[src/rtl/core/lge_pkg.sv]
// Shared types, constants and the B3/S23 cell rule for the life generation engine.
// No dependencies; imported by lge_row_rule and the top level of the engine.
`default_nettype none

package lge_pkg;

  // Default grid capacity, handed to the top level parameters.
  localparam int DEF_MAX_ROWS = 64;
  localparam int DEF_MAX_COLS = 64;

  // Fixed field widths of the ports.
  localparam int OP_W      = 2;
  localparam int ROW_W     = 6;
  localparam int COL_W     = 6;
  localparam int CFG_W     = 7;
  localparam int CFG_IDX_W = 1;

  // Both size registers come out of reset at 64.
  localparam logic [CFG_W-1:0] GRID_SIZE_RESET = 7'd64;

  typedef enum logic [OP_W-1:0] {
    OP_WRITE   = 2'd0,
    OP_READ    = 2'd1,
    OP_ADVANCE = 2'd2,
    OP_NOP     = 2'd3
  } opcode_t;

  typedef enum logic [CFG_IDX_W-1:0] {
    REG_GRID_ROWS = 1'b0,
    REG_GRID_COLS = 1'b1
  } cfg_reg_t;

  // Next state of one cell from its live neighbor count and its old state.
  function automatic logic life_next(input logic [3:0] nbr_cnt, input logic alive);
    life_next = (nbr_cnt == 4'd3) | ((nbr_cnt == 4'd2) & alive);
  endfunction

endpackage

`default_nettype wire

[src/rtl/core/lge_row_rule.sv]
// Computes the next generation of one row word from the old row and its two neighbors.
// Uses life_next from lge_pkg; rows outside the grid arrive as zero words.
`default_nettype none

module lge_row_rule
  import lge_pkg::*;
#(
  parameter int WIDTH = 64,
  parameter int CNT_W = 7
) (
  input  logic [WIDTH-1:0] above_i,
  input  logic [WIDTH-1:0] cur_i,
  input  logic [WIDTH-1:0] below_i,
  input  logic [CNT_W-1:0] used_cols_i,
  output logic [WIDTH-1:0] next_o
);

  logic [WIDTH-1:0] col_mask;
  logic [WIDTH+1:0] a_pad;
  logic [WIDTH+1:0] c_pad;
  logic [WIDTH+1:0] b_pad;
  logic [3:0]       nbr_cnt [WIDTH];

  always_comb begin
    for (int c = 0; c < WIDTH; c++) begin
      col_mask[c] = (CNT_W'(c) < used_cols_i);
    end
  end

  // Columns past the grid and the borders count as dead.
  assign a_pad = {1'b0, above_i & col_mask, 1'b0};
  assign c_pad = {1'b0, cur_i & col_mask, 1'b0};
  assign b_pad = {1'b0, below_i & col_mask, 1'b0};

  always_comb begin
    for (int c = 0; c < WIDTH; c++) begin
      nbr_cnt[c] = 4'(a_pad[c]) + 4'(a_pad[c+1]) + 4'(a_pad[c+2])
                 + 4'(c_pad[c]) + 4'(c_pad[c+2])
                 + 4'(b_pad[c]) + 4'(b_pad[c+1]) + 4'(b_pad[c+2]);
      next_o[c]  = col_mask[c] ? life_next(nbr_cnt[c], cur_i[c]) : cur_i[c];
    end
  end

endmodule

`default_nettype wire

[config.mk]
export PLATFORM = sky130hd
export DESIGN_NAME = lge_row_rule
export DESIGN_NICKNAME = d
export VERILOG_FILES = /design/src/rtl/core/lge_pkg.sv /design/src/rtl/core/lge_row_rule.sv
export SDC_FILE = /design/constraint.sdc
export NUM_CORES = 1
export LEC_CHECK = 0
export BUFFER_PORTS_ARGS = -buffer_cell sky130_fd_sc_hd__buf_2
export CORE_UTILIZATION = 50
export DETAILED_ROUTE_END_ITERATION = 10
export PLACE_DENSITY_LB_ADDON = 0.25
export SETUP_SLACK_MARGIN = 0.2
export SLEW_MARGIN = 20
export SYNTH_ARGS = -nofsm -noshare
export SYNTH_HDL_FRONTEND = slang
export SYNTH_SLANG_ARGS = --single-unit
[constraint.sdc]
create_clock -name vclk -period 5.69
set_clock_uncertainty 0.15 [all_clocks]
set_input_delay 0 -clock vclk [all_inputs]
set_output_delay 0 -clock vclk [all_outputs]
set_load 0.005 [all_outputs]
==> summary.txt <==
Status
  • Run status: completed

Floorplan
  • I/O pins: 263
  • Die area: 0.0279 sq mm
  • Starting Density: 50.8%
  • CORE AREA: 0.0268 sq mm
  • Num rows: 60
  • Die height: 167 um
  • Chip Width: 167 um

Pwr
  • Maximum VDD drop: 0.123 mV
  • Power Total: 2940 uW
  • PwrDens: 193 mW/mm^2
  • Leak: 0.00828 uW

Detailed routing
  • First-pass DRT Iterations: 5
  • Drt first-iter violations: 658
  • # DRC: 0
  • Avg WL per Cell: 16.1 um
  • Vias per cell: 5.60
  • DR vias: 12.9k
  • Antenna Nets Post-Route: 0
  • Final WL: 37.0 mm

Place
  • Place WS: 786 ps
  • Buffers on Ports: 263
  • Final Wtd Congestion: 0.897
  • Area after DPL: 0.0152 sq mm
  • HPWL Detailed: 32.5 mm

Yosys
  • Mapped cell area: 0.0136 sq mm
  • Syn_area_per_cell: 7.94 sq um
  • Gate Count Post-Synth: 1713
  • Distinct cells, synth: 84
  • Syn Nets: 2302
  • Register area share after synthesis: 0%
  • Syn. warnings: 0

Timing
  • Final hold violation count: 0
  • Slew margin rel.: 38.3%
  • Final WS setup: 727 ps
  • Final hold slack: 176 ps
  • RSZ-0062 raised after global routing: false
  • Final period utilization: 87.2%
  • Setup TNS: 0 ps
  • Final Max Tran Viols: 0
  • Tmin final: 4960 ps
  • Actual slew at the worst max-slew pin: 922 ps
  • F_max: 0.202 GHz
  • Setup violations, final: 0

Clocking
  • # Post-CTS Setup Buffers: 0
  • CTS resizes: 0
  • Post-cts hold buffer count: 0

Critical path
  • Worst path arrival time: 4810 ps
  • Max FO, Critical Path: 41
  • Slowest stage delay, CP: 610 ps
  • Crit path required time: 5540 ps
  • Slowest stage cell, crit path: buf_2
  • Crit start category: input pin
  • WS Path Type: in -> out
  • CP Launch Point: used_cols_i[3]
  • Worst setup EP type: primary output
  • Cell mode on critical path: fa_1
  • CP Cell Sequence: buf_2 -> nand2_1 -> o31ai_2 -> nand2_1 -> xor2_1 -> ha_1 -> inv_1 -> fa_1 -> inv_1 -> fa_1 -> and2_1 -> fa_1 -> or3b_2 -> a31oi_1 -> buf_2

Finish
  • Sequential cell count: 0
  • Share of post-route cells with drive strength above 1: 16.1%
  • CLK BUF: 0
  • Sequential cell area: 0 sq um
  • Final Net Count: 2537
  • Cell area after layout: 0.0152 sq mm
  • Area growth syn-to-layout: 11.8%

Global routing
  • Global-route wire length before repair: 61.6 mm
  • Remaining Overflow, GRT: 0
  • Number of global-route vias before repair: 12.8k
  • Largest net degree at the start of global routing: 42
  • Total GRT Usage: 26.7%
  • Initial antenna violation count: 10

Job
  • Max Cap Viol: 0

Hold path
  • Worst Min Path Start: cur_i[20]
  • Worst Hold Class: in -> out
## critical path: cells and delay by family
| kind | cells | cell delay (ps) |
|---|---|---|
| XOR/XNOR | 1 | 210 |
| buffers and inverters | 4 | 850 |
| adder cells (fa/ha/maj) | 4 | 1790 |
| AND/OR/NAND/NOR | 4 | 1340 |
| AO/OA/AOI/OAI | 2 | 620 |
## cell type report
class	instances	area [sq um]
diodes	8	20.0
multi-input cells	1391	12300
fillers	2549	11600
well taps	341	427
repair buffers	272	1380
inverters	283	1060
## logic make-up (layout without fill, tap and decap cells)
group | Yosys count | in the layout | synth area share [%]
AND/OR/NAND/NOR | 514 | 514 | 19.5
AO/OA/AOI/OAI | 427 | 427 | 20.3
adder cells (fa/ha/maj) | 390 | 390 | 46.8
buffers and inverters | 322 | 555 | 9.44
XOR/XNOR | 59 | 59 | 3.80
multiplexers | 1 | 1 | 0.0736
other | 0 | 8 | 0
## worst paths after layout
| check | end | slack (ps) | cells past startpoint |
|---|---|---|---|
| min | next_o[20] | 180 | 3 |
| max | next_o[29] | 730 | 15 |
## layout by cell type (no fill, tap or decap), drive strengths merged, types with 42 or more instances in the layout
cell type,count
inv,283
ha,191
a21oi,111
and2,74
and3,42
buf,272
nand2,176
nor2,89
fa,199
o21ai,135
## metrics by stage
step	instances	util [%]
after floorplan	1713	-
after CTS	2287	56.7
final	2295	56.8
after global routing	2290	56.7
after detailed placement	2287	56.7
after global placement	2287	56.7
## synth_stat cells, types with 12 or more instances
| library cell | n | area (sq um) |
|---|---|---|
| nand2b_1 | 15 | 93.8 |
| nand3_1 | 21 | 105 |
| o21ai_1 | 18 | 90.1 |
| and2_1 | 73 | 457 |
| inv_1 | 283 | 1060 |
| o21bai_1 | 33 | 248 |
| xor2_1 | 33 | 289 |
| nand3b_1 | 27 | 203 |
| ha_1 | 191 | 2390 |
| fa_1 | 199 | 3980 |
| a31oi_1 | 12 | 75.1 |
| nor2_1 | 89 | 334 |
| xnor2_1 | 26 | 228 |
| buf_2 | 18 | 90.1 |
| nand2_1 | 176 | 661 |
| o21ai_0 | 108 | 541 |
| a21o_1 | 20 | 150 |
| a21oi_1 | 109 | 546 |
| and3_1 | 42 | 263 |
## where the power goes
part           switching, uW  total, uW  internal [uW]   leakage, uW
combinational           1590       2940           1340       0.00828
sequential                 0          0              0             0
clock                      0   0.000188       0.000188  0.0000000507
total                   1590       2940           1340       0.00828
## layer usage
layer | global-route usage [%] | wire length, um | up-vias | part of all wire, %
met5 | 0 | 26 | - | 0.070
met3 | 2.99 | 1960 | 49 | 5.3
li1 | - | - | 6314 | -
met2 | 46.6 | 17600 | 317 | 48
met1 | 35.5 | 16600 | 6166 | 45
met4 | 5.23 | 824 | 4 | 2.2
No activity file was read; power rests on OpenSTA's default activity.
