## config.mk

```make
export PLATFORM = sky130hd
export DESIGN_NAME = lge_cell
export DESIGN_NICKNAME = d
export VERILOG_FILES = /design/src/rtl/core/lge_cell.sv
export SDC_FILE = /design/constraint.sdc
export NUM_CORES = 1
export LEC_CHECK = 0
export ABC_AREA = 0
export BUFFER_PORTS_ARGS = -buffer_cell sky130_fd_sc_hd__buf_2
export CAP_MARGIN = 20
export CORE_ASPECT_RATIO = 0.7
export CORE_UTILIZATION = 42
export CTS_CLUSTER_SIZE = 30
export DETAILED_ROUTE_END_ITERATION = 10
export HOLD_SLACK_MARGIN = 0.15
export PLACE_DENSITY = 0.86
export SLEW_MARGIN = 25
export SYNTH_ARGS = -nofsm -noshare
export SYNTH_HDL_FRONTEND = slang
export SYNTH_SLANG_ARGS = --single-unit
```

## constraint.sdc

```tcl
create_clock -name clk -period 0.85 [get_ports clk]
set_input_delay 0.17 -clock clk [delete_from_list [all_inputs] [get_ports clk]]
set_output_delay 0.17 -clock clk [all_outputs]
set_load 0.01 [all_outputs]
```

## src/rtl/core/lge_cell.sv

```systemverilog
// One storage cell of the rotating row chain: holds one row word of the grid.
// Depends on nothing but its neighbor; the word moves one place every cycle.
`default_nettype none

module lge_cell #(
  parameter int WIDTH = 64
) (
  input  logic             clk,
  input  logic             rst_n,
  input  logic [WIDTH-1:0] shift_in,
  output logic [WIDTH-1:0] word_out
);

  logic [WIDTH-1:0] word_r;

  // The grid resets to all dead cells.
  always_ff @(posedge clk) begin
    if (!rst_n) begin
      word_r <= '0;
    end else begin
      word_r <= shift_in;
    end
  end

  assign word_out = word_r;

endmodule

`default_nettype wire

```

==> results.json, run 1 <==
{
  "vias_per_cell": 4.82,
  "seq_area_frac_synth_pct": 71.5,
  "vdd_ir_drop_max_v": 0.00213,
  "cp.depth": 1,
  "die_w_um": 80.1,
  "drc": 0,
  "vias": 1881,
  "drive_above_1_share_pct": 74.9,
  "slew_headroom_pct": 86.9,
  "io_buffers": 129,
  "power.leakage_nw": 1.78,
  "maxCapViolCount": 0,
  "setup_viol_count_final": 68,
  "cts_tree": "built",
  "worst_pin_slew_ns": 0.197,
  "wirelength_um": 8300,
  "area_growth_pct": 107,
  "critPathLaunch": "word_out[32]$_SDFF_PN0_",
  "fmax_mhz": 1000,
  "ys_ff_latch": 64,
  "cts_sinks": 64,
  "grtUsageTotal_pct": 29.4,
  "largest_reg_flops": 64,
  "die_h_um": 56.6,
  "ys_top_cells_by_area": "dfxtp_1 (72%), and2_2 (27%), clkbuf_2 (1.7%)",
  "grt_pass1_vias": 1937,
  "rsz0062_at_grt": "yes",
  "diodes": 0,
  "slew_viol_final": 0,
  "postRouteAntennaNets": 0,
  "synth_top_cell_by_area": "dfxtp_1",
  "worst-path-max-fanout": 1,
  "fin_ws_ns": -0.148,
  "yosys.area.top_type_share_pct": 71.5,
  "max_stage_delay_ns": 0.37,
  "finalCritPeriodShare_pct": 117,
  "start_util_pct": 44.9,
  "grt_pass1_wl_um": 9410,
  "rows": 19,
  "crit_chain": "buf_6",
  "wl_per_cell_um": 21.3,
  "final-hold-violation-count": 0,
  "finish.net_count": 399,
  "pin_count": 130,
  "power-per-cell-area_mw_per_mm2": 2000,
  "status": "finished with violations",
  "cts_buffer_depth": 2,
  "min_period_ns": 0.998,
  "cts_max_level": 3,
  "synthesis.area_mm2": 0.00179,
  "hpwl_um": 2920,
  "dp_cells": 310,
  "firstDrtPassIters": 4,
  "required_ns": 0.68,
  "syn-num-nets": 200,
  "critPathBufInv": 1,
  "die_area_mm2": 0.00454,
  "violations": "negative setup slack",
  "coreArea_mm2": 0.00399,
  "antenna_found_initial": 0,
  "min_path_type": "input port to register",
  "numCtsBuffers": 9,
  "arrival_ns": 0.83,
  "clkSlewWorstSetupHoldPaths_ns": 0.08,
  "ys_warn_count": 0,
  "gr-total-overflow": 0,
  "instances_no_fill": 390,
  "power_mw": 7.42,
  "worstSetupEndpointType": "output port",
  "critPathSlowestCell": "dfxtp_2",
  "critPathTopFamily": "flip-flops",
  "timing.critical_path.to": "word_out[32]",
  "synth.avg_cell_area_um2": 13.4,
  "grt_max_degree": 65,
  "ys_types": 3,
  "start_kind": "register",
  "cts_setup_buffers": 0,
  "synth_cells": 134,
  "clock-root-buffer": "clkbuf_8",
  "crit_type": "register to output port",
  "first_iter_violations": 70,
  "place.gp.congestion": 0.702
}
==> routing by layer <==
layer	track usage (%)	up-vias	share of wire (%)
li1	-	800	-
met1	29.0	911	37
met2	50.1	136	49
met3	12.8	34	8.5
met4	19.1	0	5.0
met5	0	-	0
==> cell usage in the layout, fill, tap and decap left out <==
cell type,synthesis,routed
and2_2,64,64
buf_12,0,1
buf_2,0,84
buf_6,0,45
bufinv_16,0,2
clkbuf_1,0,2
clkbuf_8,0,12
dfxtp_1,64,19
dfxtp_2,0,45
dlygate4sd3_1,0,64
==> through the flow <==
stage	hold slack (ns)	area (µm²)	setup TNS, ns	util [%]	worst slack, ns
2_1_floorplan	0.306	1790	0	-	0.285
3_3_place_gp	0.385	2490	0	62.4	0.0740
3_5_place_dp	0.390	2490	0	62.4	0.0675
4_1_cts	0.340	3430	-5.74	86.0	-0.104
5_1_grt	0.351	3700	-7.71	92.7	-0.165
6_report	0.348	3700	-5.91	92.7	-0.148
==> cell usage after synthesis <==
master,number
and2_2,64
dfxtp_1,64
clkbuf_2,6
==> final cells by class <==
class	instances	area (µm²)
timing repair buffer	194	1590
clock inverter	2	60.1
sequential	64	1340
clock buffer	14	173
tap	52	65.1
fill	124	290
multi-input combinational	64	480
==> worst min path at each step <==
stage                       startpoint                      end  depth (start not counted)
after CTS                        rst_n  word_out[59]$_SDFF_PN0_                          3
after global routing             rst_n  word_out[14]$_SDFF_PN0_                          3
after global placement    shift_in[62]  word_out[62]$_SDFF_PN0_                          2
final                            rst_n  word_out[30]$_SDFF_PN0_                          3
after detailed placement  shift_in[62]  word_out[62]$_SDFF_PN0_                          2
after floorplan                  rst_n   word_out[0]$_SDFF_PN0_                          1
==> kinds of logic after synthesis <==
logic type | count (synthesis) | share of synthesized area, %
DFF | 64 | 71.5
and+or+nand+nor | 64 | 26.8
buffers and inverters | 6 | 1.68
==> report_power, final <==
group          switching [mW]  internal (mW)
Clock                    1.23           1.90
Sequential             0.0874           3.18
Combinational           0.378          0.645
==> what timing repair did <==
action                                 CTS  global route
hold buffers                            64             0
endpoints found under the hold margin   64             0
gates resized for setup                 18            73
setup endpoints to repair               64            64
(Power assumes the default switching activity.)
==> inputs of run 2 (changes only) <==
--- a/config.mk
+++ b/config.mk
@@ -9,11 +9,11 @@
 export BUFFER_PORTS_ARGS = -buffer_cell sky130_fd_sc_hd__buf_2
 export CAP_MARGIN = 20
 export CORE_ASPECT_RATIO = 0.7
-export CORE_UTILIZATION = 42
+export CORE_UTILIZATION = 38
 export CTS_CLUSTER_SIZE = 30
 export DETAILED_ROUTE_END_ITERATION = 10
 export HOLD_SLACK_MARGIN = 0.15
-export PLACE_DENSITY = 0.86
+export PLACE_DENSITY = 0.79
 export SLEW_MARGIN = 25
 export SYNTH_ARGS = -nofsm -noshare
 export SYNTH_HDL_FRONTEND = slang
==> results.json, run 2 (synthesis gave the netlist of run 1 again) <==
{
  "status": "finished with violations",
  "violations": "design-rule violations, negative setup slack",
  "seqPwrFrac_pct": 46.8,
  "required_ns": 0.68,
  "cts_buffer_depth": 2,
  "critPathLaunch": "word_out[63]$_SDFF_PN0_",
  "worstSetupEndpointType": "output port",
  "final_common_cell": "buf_2",
  "critPathTopFamily": "flip-flops",
  "maxCapViolCount": 0,
  "hpwl_um": 3000,
  "area_growth_pct": 101,
  "power.leakage_nw": 1.75,
  "vdd_ir_drop_max_v": 0.00144,
  "power_switching_mw": 1.50,
  "detailedPlace.worstSlack_ns": 0.0766,
  "slew_viol_final": 0,
  "p_comb_share_pct": 13.7,
  "slew_headroom_pct": 91.2,
  "die_h_um": 59.5,
  "vias": 1698,
  "fmax_mhz": 1010,
  "drc": 4,
  "cts_sinks": 64,
  "fin_ws_ns": -0.137,
  "cts_max_level": 3,
  "wl_per_cell_um": 16.8,
  "min_from": "rst_n",
  "worst-path-max-fanout": 1,
  "setup_viol_count_final": 64,
  "max_stage_delay_ns": 0.32,
  "die_area_mm2": 0.00500,
  "final_cell_mix": "buf_2 (97), and2_2 (64), dlygate4sd3_1 (64)",
  "clkSlewWorstSetupHoldPaths_ns": 0.07,
  "die_w_um": 84.1,
  "rsz0062_at_grt": "yes",
  "place.gp.congestion": 0.768,
  "clock_power_share_pct": 39.5,
  "antenna_found_initial": 0,
  "grt_pass1_vias": 1714,
  "grt_max_degree": 41,
  "critPathBufInv": 1,
  "coreArea_mm2": 0.00443,
  "gr-total-overflow": 0,
  "numCtsBuffers": 9,
  "io_buffers": 129,
  "grtUsageTotal_pct": 22.5,
  "p_int_mw": 5.42,
  "largest_reg_flops": 64,
  "min_period_ns": 0.987,
  "grt_pass1_wl_um": 7940,
  "rows": 20,
  "diodes": 0,
  "drive_above_1_share_pct": 71.0,
  "finish.net_count": 400,
  "start_util_pct": 40.5,
  "cts_tree": "built",
  "firstDrtPassIters": 7,
  "cts_setup_buffers": 0,
  "first_iter_violations": 36,
  "vias_per_cell": 4.32,
  "min_path_type": "input port to register",
  "critPathSlowestCell": "dfxtp_1",
  "arrival_ns": 0.82,
  "clock-root-buffer": "clkbuf_8",
  "worst_pin_slew_ns": 0.131,
  "pin_count": 130,
  "wirelength_um": 6580,
  "crit_type": "register to output port",
  "switching_share_pct": 21.7,
  "postRouteAntennaNets": 0,
  "start_kind": "register",
  "power-per-cell-area_mw_per_mm2": 1920,
  "crit_chain": "buf_2",
  "fin_tns_setup_ns": -5.98,
  "final-hold-violation-count": 0,
  "finalCritPeriodShare_pct": 116
}
## run 2: area by class of cell
| cell class | instances | area, µm² |
|---|---|---|
| Multi-Input combinational cell | 64 | 480 |
| Sequential cell | 64 | 1320 |
| Clock buffer | 11 | 131 |
| Clock inverter | 4 | 70.1 |
| Tap cell | 55 | 68.8 |
| Fill cell | 234 | 831 |
| Timing Repair Buffer | 195 | 1530 |
## run 2: worst paths after layout
kind / depth (start not counted) / to
setup / recovery: 1 / word_out[63]
hold / removal: 3 / word_out[42]$_SDFF_PN0_
## run 2: timing repair
item                       CTS  global route
setup endpoints to repair   64            64
hold endpoints to repair    64             0
cloned                       0             0
hold buffers                64             0
resized for setup           13            51
## run 2: per-stage QoR
| step | total power, mW | hold slack [ns] | utilization [%] | cells | area (µm²) |
|---|---|---|---|---|---|
| after global routing | 7.16 | 0.271 | 81.2 | 393 | 3600 |
| after global placement | 3.83 | 0.386 | 56.8 | 314 | 2520 |
| after CTS | 6.77 | 0.268 | 77.0 | 393 | 3410 |
| after floorplan | 3.51 | 0.306 | - | 134 | 1790 |
| after detailed placement | 3.84 | 0.388 | 56.8 | 314 | 2520 |
| final | 6.92 | 0.278 | 81.2 | 393 | 3600 |
## run 2: power by group through the flow
stage	Clock [mW]	Sequential [mW]	Combinational, mW
floorplan	0	3.36	0.154
global placement	0	3.26	0.567
detailed placement	0	3.26	0.582
CTS	2.74	3.21	0.827
global route	2.90	3.25	1.00
finish	2.73	3.24	0.948
## run 2: per-layer routing
layer / track usage [%] / vias up / share of wire [%]
li1: - / 801 / -
met1: 19.8 / 795 / 35
met2: 43.8 / 82 / 54
met3: 10.9 / 20 / 7.9
met4: 11.1 / 0 / 2.6
met5: 0 / - / 0
